==> config.mk <==
export PLATFORM = sky130hd
export DESIGN_NAME = led_crossfade_engine
export DESIGN_NICKNAME = d
export VERILOG_FILES = /design/src/hw/rtl/lce_pkg.sv /design/src/hw/rtl/lce_blend_unit.sv /design/src/hw/rtl/led_crossfade_engine.sv
export SDC_FILE = /design/constraint.sdc
export NUM_CORES = 2
export LEC_CHECK = 0
export BUFFER_PORTS_ARGS = -buffer_cell sky130_fd_sc_hd__clkbuf_2
export CAP_MARGIN = 20
export CORE_MARGIN = 2
export CORE_UTILIZATION = 50
export CTS_BUF_LIST = sky130_fd_sc_hd__clkbuf_8
export DETAILED_ROUTE_END_ITERATION = 7
export PLACE_DENSITY = 0.65
export SLEW_MARGIN = 0
export SYNTH_ARGS = -nofsm -noshare
export SYNTH_HDL_FRONTEND = slang
export SYNTH_SLANG_ARGS = --single-unit
==> constraint.sdc <==
create_clock -name i_clk -period 42.8 [get_ports i_clk]
set_input_delay 4.28 -clock i_clk [delete_from_list [all_inputs] [get_ports i_clk]]
set_output_delay 4.28 -clock i_clk [all_outputs]
set_load 0.03 [all_outputs]
==> src/hw/rtl/lce_pkg.sv <==
// Package for the LED crossfade engine: sizes, mode codes and sequencer states.
`default_nettype none
package lce_pkg;
    localparam int MAX_LEDS = 32;
    localparam int IDX_W    = 5;
    localparam int CNT_W    = 6;

    typedef enum logic [1:0] {
        MODE_SET  = 2'd0,
        MODE_LOAD = 2'd1,
        MODE_TICK = 2'd2,
        MODE_OFF  = 2'd3
    } t_mode;

    typedef enum logic [2:0] {
        ST_IDLE,
        ST_TICK,
        ST_DIV,
        ST_BLEND,
        ST_EMIT
    } t_state;
endpackage
`default_nettype wire

==> src/hw/rtl/lce_blend_unit.sv <==
// Shared blend unit: one channel byte of source + trunc((target-source)*portion/255).
`default_nettype none
module lce_blend_unit (
    input  wire logic [7:0] i_src,
    input  wire logic [7:0] i_dst,
    input  wire logic [7:0] i_portion,
    output logic      [7:0] o_value
);
    logic        neg;
    logic [7:0]  mag;
    logic [15:0] prod;
    logic [15:0] sum;
    logic [7:0]  quot;

    always_comb begin
        neg  = i_dst < i_src;
        mag  = neg ? (i_src - i_dst) : (i_dst - i_src);
        prod = {8'd0, mag} * {8'd0, i_portion};
        // exact divide by 255 for every product of two bytes
        sum  = prod + {8'd0, prod[15:8]} + 16'd1;
        quot = sum[15:8];
        o_value = neg ? (i_src - quot) : (i_src + quot);
    end
endmodule
`default_nettype wire

==> src/hw/rtl/led_crossfade_engine.sv <==
// Top level of the LED crossfade engine: LED stores, fade sequencer, divider, frame output.
`default_nettype none
// Usage
//   Input channel: drive a word on i_mode, i_led_index, i_chan0..3, i_fade_steps and
//   i_batch_end with start high; it is taken at a clock edge where busy is low.
//   Output channel: each result word sits on the o_out_* ports and o_frame_end for one
//   cycle with o_strobe high. The receiver cannot stall; take every strobed word.
//   Configuration: i_cfg_we with i_cfg_wdata writes the chain length; write only while idle.
// Sequencing (n = LEDs in the chain, at most 32)
//   Set or load without batch end: no result.
//   Set batch end or all off: n results, one result per cycle.
//   Fade step (tick, or load batch end with nonzero steps): accept, tick state, the
//   bit-serial portion divider, then the channel-serial blend unit, one result per LED.
//   The final step of a fade skips the divider and copies targets.
//   A tick with no fade running sends nothing.
// Reset: synchronous, active low; clears shown values, ends any fade, chain length = 32.
module led_crossfade_engine (
    input  wire logic       i_clk,
    input  wire logic       i_rst_n,
    input  wire logic       i_cfg_we,
    input  wire logic [5:0] i_cfg_wdata,
    input  wire logic       start,
    output logic            busy,
    input  wire logic [1:0] i_mode,
    input  wire logic [4:0] i_led_index,
    input  wire logic [7:0] i_chan0,
    input  wire logic [7:0] i_chan1,
    input  wire logic [7:0] i_chan2,
    input  wire logic [7:0] i_chan3,
    input  wire logic [7:0] i_fade_steps,
    input  wire logic       i_batch_end,
    output logic            o_strobe,
    output logic [4:0]      o_out_index,
    output logic [7:0]      o_out_chan0,
    output logic [7:0]      o_out_chan1,
    output logic [7:0]      o_out_chan2,
    output logic [7:0]      o_out_chan3,
    output logic            o_frame_end
);
    import lce_pkg::*;

    t_state r_state, n_state;

    logic [31:0] r_shown [MAX_LEDS];
    logic [31:0] r_start [MAX_LEDS];
    logic [31:0] r_goal  [MAX_LEDS];

    logic [CNT_W-1:0] r_chain_len;
    logic [7:0]       r_len;
    logic [7:0]       r_done;
    logic             r_snap;
    logic [IDX_W-1:0] r_cnt;
    logic [1:0]       r_ch;
    logic [23:0]      r_acc;
    logic [7:0]       r_rem;
    logic [15:0]      r_quo;
    logic [3:0]       r_bit;

    logic             r_out_valid;
    logic [4:0]       r_out_index;
    logic [31:0]      r_out_val;
    logic             r_out_frame_end;

    logic [CNT_W-1:0] eff_n;
    logic             accept;
    logic             idx_ok;
    logic             last_led;
    logic [7:0]       done_inc;
    logic             fade_over;
    logic [31:0]      in_val;
    logic [IDX_W-1:0] rd_addr;
    logic [31:0]      shown_rd;
    logic [31:0]      start_rd;
    logic [31:0]      goal_rd;
    logic [7:0]       src_byte;
    logic [7:0]       dst_byte;
    logic [7:0]       blend_byte;
    logic [8:0]       trial;
    logic             trial_ge;
    logic             led_step;
    logic             emit;
    logic [31:0]      emit_val;
    t_mode            mode;

    assign mode     = t_mode'(i_mode);
    assign eff_n    = (r_chain_len > CNT_W'(MAX_LEDS)) ? CNT_W'(MAX_LEDS) : r_chain_len;
    assign accept   = start && (r_state == ST_IDLE);
    assign busy     = (r_state != ST_IDLE);
    assign idx_ok   = {1'b0, i_led_index} < eff_n;
    assign last_led = ({1'b0, r_cnt} == (eff_n - CNT_W'(1)));
    assign done_inc = r_done + 8'd1;
    assign fade_over = done_inc >= r_len;
    assign in_val   = {i_chan3, i_chan2, i_chan1, i_chan0};

    // one read address: the addressed LED while idle, the sweep counter otherwise
    assign rd_addr  = (r_state == ST_IDLE) ? i_led_index : r_cnt;
    assign shown_rd = r_shown[rd_addr];
    assign start_rd = r_start[r_cnt];
    assign goal_rd  = r_goal[r_cnt];

    // pick the channel byte for the blend unit
    always_comb begin
        unique case (r_ch)
            2'd0: begin
                src_byte = start_rd[7:0];
                dst_byte = goal_rd[7:0];
            end
            2'd1: begin
                src_byte = start_rd[15:8];
                dst_byte = goal_rd[15:8];
            end
            2'd2: begin
                src_byte = start_rd[23:16];
                dst_byte = goal_rd[23:16];
            end
            default: begin
                src_byte = start_rd[31:24];
                dst_byte = goal_rd[31:24];
            end
        endcase
    end

    lce_blend_unit u_blend (
        .i_src     (src_byte),
        .i_dst     (dst_byte),
        .i_portion (r_quo[7:0]),
        .o_value   (blend_byte)
    );

    // restoring divider step: remainder stays below the fade length
    assign trial    = {r_rem, r_quo[15]};
    assign trial_ge = trial >= {1'b0, r_len};

    // next state
    always_comb begin
        n_state = r_state;
        unique case (r_state)
            ST_IDLE: begin
                if (accept) begin
                    unique case (mode)
                        MODE_SET:  n_state = (i_batch_end && eff_n != '0) ? ST_EMIT : ST_IDLE;
                        MODE_LOAD: n_state = i_batch_end ? ST_TICK : ST_IDLE;
                        MODE_TICK: n_state = ST_TICK;
                        default:   n_state = (eff_n != '0) ? ST_EMIT : ST_IDLE;
                    endcase
                end
            end
            ST_TICK: begin
                if (r_len == 8'd0 || (fade_over && eff_n == '0)) begin
                    n_state = ST_IDLE;
                end else if (fade_over) begin
                    n_state = ST_BLEND;
                end else begin
                    n_state = ST_DIV;
                end
            end
            ST_DIV: begin
                if (r_bit == 4'd15) begin
                    n_state = (eff_n != '0) ? ST_BLEND : ST_IDLE;
                end
            end
            ST_BLEND: begin
                if (led_step && last_led) begin
                    n_state = ST_IDLE;
                end
            end
            ST_EMIT: begin
                if (last_led) begin
                    n_state = ST_IDLE;
                end
            end
            default: n_state = ST_IDLE;
        endcase
    end

    // sweep outputs: when an LED word goes out and with which value
    always_comb begin
        led_step = 1'b0;
        emit     = 1'b0;
        emit_val = shown_rd;
        unique case (r_state)
            ST_BLEND: begin
                led_step = r_snap || (r_ch == 2'd3);
                emit     = led_step;
                emit_val = r_snap ? goal_rd : {blend_byte, r_acc};
            end
            ST_EMIT: begin
                emit = 1'b1;
            end
            default: begin
                emit = 1'b0;
            end
        endcase
    end

    always_ff @(posedge i_clk) begin
        if (!i_rst_n) begin
            r_state     <= ST_IDLE;
            r_chain_len <= CNT_W'(32);
            r_len       <= 8'd0;
            r_done      <= 8'd0;
            r_out_valid <= 1'b0;
        end else begin
            r_state     <= n_state;
            r_out_valid <= emit;
            if (i_cfg_we) begin
                r_chain_len <= i_cfg_wdata;
            end
            if (accept) begin
                unique case (mode)
                    MODE_SET: r_len <= 8'd0;
                    MODE_LOAD: begin
                        if (i_batch_end) begin
                            r_len  <= i_fade_steps;
                            r_done <= 8'd0;
                        end
                    end
                    MODE_TICK: r_len <= r_len;
                    default:   r_len <= 8'd0;
                endcase
            end
            if (r_state == ST_TICK && r_len != 8'd0) begin
                r_done <= done_inc;
                if (fade_over) begin
                    r_len <= 8'd0;
                end
            end
        end
    end

    // sequencer payload: counters, divider and channel accumulator
    always_ff @(posedge i_clk) begin
        if (accept) begin
            r_cnt <= '0;
            r_ch  <= 2'd0;
        end
        if (r_state == ST_TICK) begin
            r_snap <= fade_over;
            r_quo  <= {done_inc, 8'd0} - {8'd0, done_inc};
            r_rem  <= 8'd0;
            r_bit  <= 4'd0;
        end
        if (r_state == ST_DIV) begin
            r_rem <= trial_ge ? 8'(trial - {1'b0, r_len}) : trial[7:0];
            r_quo <= {r_quo[14:0], trial_ge};
            r_bit <= r_bit + 4'd1;
        end
        if (r_state == ST_BLEND && !r_snap) begin
            r_ch <= r_ch + 2'd1;
            unique case (r_ch)
                2'd0:    r_acc[7:0]   <= blend_byte;
                2'd1:    r_acc[15:8]  <= blend_byte;
                2'd2:    r_acc[23:16] <= blend_byte;
                default: r_acc        <= r_acc;
            endcase
        end
        if (emit) begin
            r_cnt <= r_cnt + IDX_W'(1);
        end
    end

    // shown values: reset to zero, written by set, all off and the blend sweep
    always_ff @(posedge i_clk) begin
        if (!i_rst_n) begin
            for (int i = 0; i < MAX_LEDS; i++) begin
                r_shown[i] <= 32'd0;
            end
        end else begin
            if (accept && mode == MODE_SET && idx_ok) begin
                r_shown[i_led_index] <= in_val;
            end
            if (accept && mode == MODE_OFF) begin
                for (int i = 0; i < MAX_LEDS; i++) begin
                    if (CNT_W'(i) < eff_n) begin
                        r_shown[i] <= 32'd0;
                    end
                end
            end
            if (r_state == ST_BLEND && led_step) begin
                r_shown[r_cnt] <= emit_val;
            end
        end
    end

    // fade source and target: hold until the next load
    always_ff @(posedge i_clk) begin
        if (accept && mode == MODE_LOAD && idx_ok) begin
            r_start[i_led_index] <= shown_rd;
            r_goal[i_led_index]  <= in_val;
        end
    end

    // output word register
    always_ff @(posedge i_clk) begin
        if (emit) begin
            r_out_index     <= r_cnt;
            r_out_val       <= emit_val;
            r_out_frame_end <= last_led;
        end
    end

    assign o_strobe    = r_out_valid;
    assign o_out_index = r_out_index;
    assign o_out_chan0 = r_out_val[7:0];
    assign o_out_chan1 = r_out_val[15:8];
    assign o_out_chan2 = r_out_val[23:16];
    assign o_out_chan3 = r_out_val[31:24];
    assign o_frame_end = r_out_frame_end;

    // the divider only runs for a live fade
    a_div_live: assert property (@(posedge i_clk) disable iff (!i_rst_n)
        r_state == ST_DIV |-> r_len != 8'd0)
        else $error("divider running with no fade");

    // the last word of a frame leaves the sequencer idle
    a_frame_idle: assert property (@(posedge i_clk) disable iff (!i_rst_n)
        r_out_valid && r_out_frame_end |-> r_state == ST_IDLE)
        else $error("sequencer still busy after frame end");

    // a word that is not the last keeps the sequencer busy
    a_mid_busy: assert property (@(posedge i_clk) disable iff (!i_rst_n)
        r_out_valid && !r_out_frame_end |-> r_state != ST_IDLE)
        else $error("frame cut short");
endmodule
`default_nettype wire

# Yosys cells after proc, flatten, opt, wreduce, memory -nomap -nowiden
# Memory sizes are Yosys's and may differ from the RTL's. A register that Yosys moved wholly into a read port is not among the register bits.
# Cells that the tools add are included.
[totals]
ramBits = 3072
output_inout_bits = 40
register_bits = 124
input_bits = 58
n_memories = 3
[op_classes]
n_mul = 1
mux = 219
reduce_logical = 36
n_lt_le_gt_ge = 37
n_eq_ne = 16
bitwise_logic = 32
n_addsub = 13
[memory_table]
columns = ["memory", "words", "width", "read_ports", "rd_clocked_by_memory_dff", "write_ports", "line_no", "source"]
rows = [
  ["r_goal", 32, 32, 1, 1, 1, "led_crossfade_engine.sv:46", "logic [31:0] r_goal [MAX_LEDS];"],
  ["r_shown", 32, 32, 1, 0, 32, "led_crossfade_engine.sv:44", "logic [31:0] r_shown [MAX_LEDS];"],
  ["r_start", 32, 32, 1, 1, 1, "led_crossfade_engine.sv:45", "logic [31:0] r_start [MAX_LEDS];"],
]
[ops]
columns = ["cell", "n"]
rows = [
  ["32-bit two-way mux", 36],
  ["1-bit two-way mux", 142],
  ["8-bit two-way mux", 13],
  ["5-bit by 6-bit < comparator with 1-bit output (first input constant)", 16],
  ["32-bit OR reduction", 2],
  ["4-bit by 6-bit < comparator with 1-bit output (first input constant)", 8],
  ["8-bit one-hot mux with 3 select lines", 2],
  ["5-bit two-way mux", 7],
  ["16-bit two-way mux", 2],
  ["1-bit bitwise OR", 32],
  ["8-bit subtractor", 4],
  ["3-bit by 6-bit < comparator with 1-bit output (first input constant)", 4],
  ["3-bit two-way mux", 6],
  ["16-bit by 1-bit adder with 16-bit output (second input constant)", 1],
  ["16-bit by 8-bit adder with 16-bit output", 1],
  ["8-bit by 8-bit multiplier with 16-bit output", 1],
  ["8-bit one-hot mux with 2 select lines", 1],
  ["16-bit by 8-bit subtractor with 16-bit output", 1],
  ["3-bit one-hot mux with 5 select lines", 1],
  ["1-bit logical AND", 12],
  ["1-bit by 6-bit < comparator with 1-bit output (first input constant)", 2],
  ["2-bit by 6-bit < comparator with 1-bit output (first input constant)", 2],
  ["2-bit nonzero test", 6],
  ["9-bit by 8-bit >= comparator with 1-bit output", 1],
  ["other kinds (35)", 51],
]

# Logic depth before layout (Yosys ltp)
[depth]
ltp_word = 12
ltp_mapped = 67
depth_no_buf = 57

# Modules after synthesis
# A second synthesis with hierarchy kept.
[unflattened]
cells_unflattened = 8146
area_unflattened_um2 = 133969.7
[by_module_without_submodules]
columns = ["mod", "seq_area_each_um2", "cells_each", "area_per_inst_um2", "instances"]
rows = [
  ["led_crossfade_engine", 95811.9, 7703, 130312.5, 1],
  ["lce_blend_unit", 0.0, 443, 3657.3, 1],
]

# Least setup slack after synthesis
# Ideal clock, no wire load.
[synth_path]
kind = "register -> register"
startpoint = "register with a tool-made name"
endpoint = "memory r_shown[10][31] (data pin)"
period_less_slack_ns = 14.028
path_stages_with_launch = 63
path_slack_ns = 28.772
arrival_time_ns = 13.871
setup_time_ns = 0.156
required_time_ns = 42.644
cell_sequence = "dfxtp_1 buf_2 buf_2 buf_2 buf_2 buf_4 clkbuf_1 clkbuf_1 mux4_2 mux4_2 mux2i_1 nor2_1 o41a_1 inv_1 ha_1 a21o_1 a21oi_1 o21bai_1 [... 27 more ...] nor2_1 a31o_1 buf_6 xnor2_1 xor2_1 ha_1 a21o_1 a21oi_1 o21bai_1 a21oi_1 o21ai_0 xnor2_1 xnor2_1 nand4_1 a21boi_1 nand4_2 buf_2 a31oi_1"
[synth_rtl]
columns = ["item", "line_no"]
rows = [
  ["end: declaration", "led_crossfade_engine.sv:44"],
]

==> flow_summary.ini <==
[timing]
relSlewSlack = 0.171
finalCriticalPeriod_ns = 18.91
finalHoldViolations = 0
skew_ns = 0.0888
post-route-period-util = 0.442
rsz0062_at_grt = false
worstMarginPinSlew_ns = 1.24
holdWs_ns = 0.529
max_freq_ghz = 0.0529
maxSlewViolCount = 0
worst_slack_ns = 23.89
finalSetupTns_ns = 0
finalSetupViolations = 0

[synthesis]
yosysTopAreaCellShare = 0.711
syn_inst = 7363
synth_xor_area_frac = 0.00385
synth-async-reset-ratio = 0
synth_fa_ha_area_frac = 0.0151
synth_compound_area_frac = 0.0246
ys.flop_type = edfxtp_1
yosysWarnings = 0
synth-simple-area-share = 0.0569
ys_top_cells_by_area = edfxtp_1, mux4_2, nor2_1, ha_1, clkbuf_1
synth_top_cell_by_area = edfxtp_1
synth.avg_cell_area_um2 = 18.2
ys_seq_elements = 3201
ys_types = 83
synth_edf_count = 3170
synth_seq_area_share = 0.716
syn_nets = 7559
yosysMostFrequentCell = edfxtp_1
synth_commonest_cells = edfxtp_1, nor2_1, mux4_2
synth_top_family_by_area = multiplexers
syn-cell-area_mm2 = 0.134
synthMuxAreaShare = 0.163

[setup_path]
cp_max_fo = 72
cpMostUsedCell = a21oi_1
endpoint_kind = register
crit_slowest_cell = a21oi_2
crit_family = compound AO/OA/AOI/OAI gates
start_kind = register
critPathKind = register to register
slowest_delay_ns = 0.84
cp_num_buf_inv = 8
arrival_ns = 19.87
worstPathRequired_ns = 43.76

[clocking]
ctsResizeCount = 0
clk_latency_ns = 1.16
postCtsSetupBuffers = 0
hold_buffers = 0
h-tree-depth = 6
cts_tree = built
cts-root-buf = clkbuf_8
cts_buffer_depth = 4
numCtsBuffers = 531
numClockSinks = 3201
clkTransAtPathRegs_ns = 0.06

[worst_hold_path]
min_path_type = register to register

[routing]
drtAntennaViolNets = 0
drc = 1
num_vias = 73570
dr.pass1.iters = 8
totalWireLength_um = 378000
wl_per_cell_um = 32.6
routed_via_density = 6.33
drtIter0Drc = 10128

[placement]
pre_cts_ws_ns = 24.01
hpwl_um = 209000
gp_congestion = 0.865
io_buffers = 97

[global_route]
grt_util_all_layers = 0.277
grt_pass1_vias = 73925
antenna_found_initial = 11
grt_max_degree = 130
grt_pass1_wl_um = 535000
grt_overflow = 0

[die]
fp.dieH_um = 521
dieArea_mm2 = 0.272
pin_count = 98
rows = 189
die_w_um = 521
start_util = 0.504
core_mm2 = 0.266

[cells_and_area]
area_growth_pct = 11.1
fillers = 20233
layout.nets = 7889
drive_above_1_share = 0.251

[status]
status = complete, but fails checks
violations = DRC

[flow_run]
max_cap_violations = 0
==> worst paths after layout <==
| path | from | slack (ns) | end | cells past startpoint |
|---|---|---|---|---|
| setup / recovery | register | 23.89 | r_shown[20][31] | 56 |
| hold / removal | r_quo[9] | 0.53 | r_quo[10] | 2 |
| setup reg to reg | register | 23.89 | r_shown[20][31] | 56 |
| hold reg to reg | r_quo[9] | 0.53 | r_quo[10] | 2 |
==> state kept, by name, summed over array words and instances, names as in the netlist, named ones only <==
name	count
r_goal	1024
r_shown	1024
r_start	1024
r_out_val	32
r_acc	24
r_quo	16
r_done	8
r_len	8
r_rem	8
r_chain_len	6
o_out_index	5
r_cnt	5
r_bit	4
r_state	3
r_ch	2
o_frame_end	1
o_strobe	1
r_snap	1
==> metal layers <==
metal	vias to the layer above	part of all wire	routed length (um)	track usage
met5	-	0.00018	69	0
met4	8	0.042	15700	0.111
met3	667	0.093	35000	0.0494
met2	4161	0.48	182000	0.442
met1	38976	0.38	146000	0.381
li1	29758	-	-	-
==> layout by cell type, fill, tap and decap left out, types with 19 or more instances in the layout <==
cell type,count
edfxtp_1,3170
nor2_1,1122
mux4_2,895
clkbuf_8,537
inv_1,289
nand2_1,268
buf_4,219
a31oi_1,102
clkinv_1,100
ha_1,97
clkbuf_2,97
and2_1,94
mux2i_1,83
a211oi_1,69
o21ai_0,66
nand3_1,65
nor2b_1,58
a21oi_1,47
xnor2_1,40
fa_1,40
mux2i_4,36
mux2_2,35
a21o_1,32
nor2_4,32
o21ai_1,31
clkinv_2,31
nand4_1,29
dfxtp_1,26
nand2b_1,24
o211ai_1,23
nand3_2,19
==> through the flow <==
step                      instance area, um2  utilization  cells
after floorplan                       134000            -   7363
after global placement                139000        0.523  10680
after detailed placement              139000        0.524  10685
after CTS                             149000        0.559  11602
after global routing                  149000        0.560  11613
final                                 149000        0.560  11615
==> worst register-to-register path: cells and delay by family (launching register included) <==
| family | cells | cell delay (ns) |
|---|---|---|
| AO/OA/AOI/OAI | 24 | 6.57 |
| adder cells (fa/ha/maj) | 8 | 3.41 |
| buffers and inverters | 8 | 3.04 |
| multiplexers | 4 | 2.10 |
| AND/OR/NAND/NOR | 7 | 1.63 |
| XOR/XNOR | 5 | 1.30 |
| flip-flops | 1 | 0.64 |
==> cells by family (layout without fill, tap and decap cells) <==
kind of cell | after synthesis | after routing
compound gates | 480 | 480
xor+xnor | 58 | 58
fa+ha+maj | 138 | 138
buf+inv | 643 | 1357
flops | 3201 | 3201
mux | 1051 | 1051
other cells | 0 | 5
simple gates | 1792 | 1792
==> area by class of cell <==
| cell class | count | area (um2) | area share |
|---|---|---|---|
| Tap cell | 3533 | 4420 | 0.0297 |
| Sequential cell | 3201 | 95800 | 0.645 |
| Timing Repair Buffer | 336 | 2510 | 0.0169 |
| Antenna cell | 5 | 12.5 | 0.0000842 |
| Clock buffer | 537 | 7390 | 0.0497 |
| Inverter | 104 | 390 | 0.00263 |
| Multi-Input combinational cell | 3519 | 36000 | 0.242 |
| Clock inverter | 380 | 2080 | 0.0140 |
Power is not shown: default switching activity piles up to over one toggle a cycle in this logic, so the estimate is an artifact.
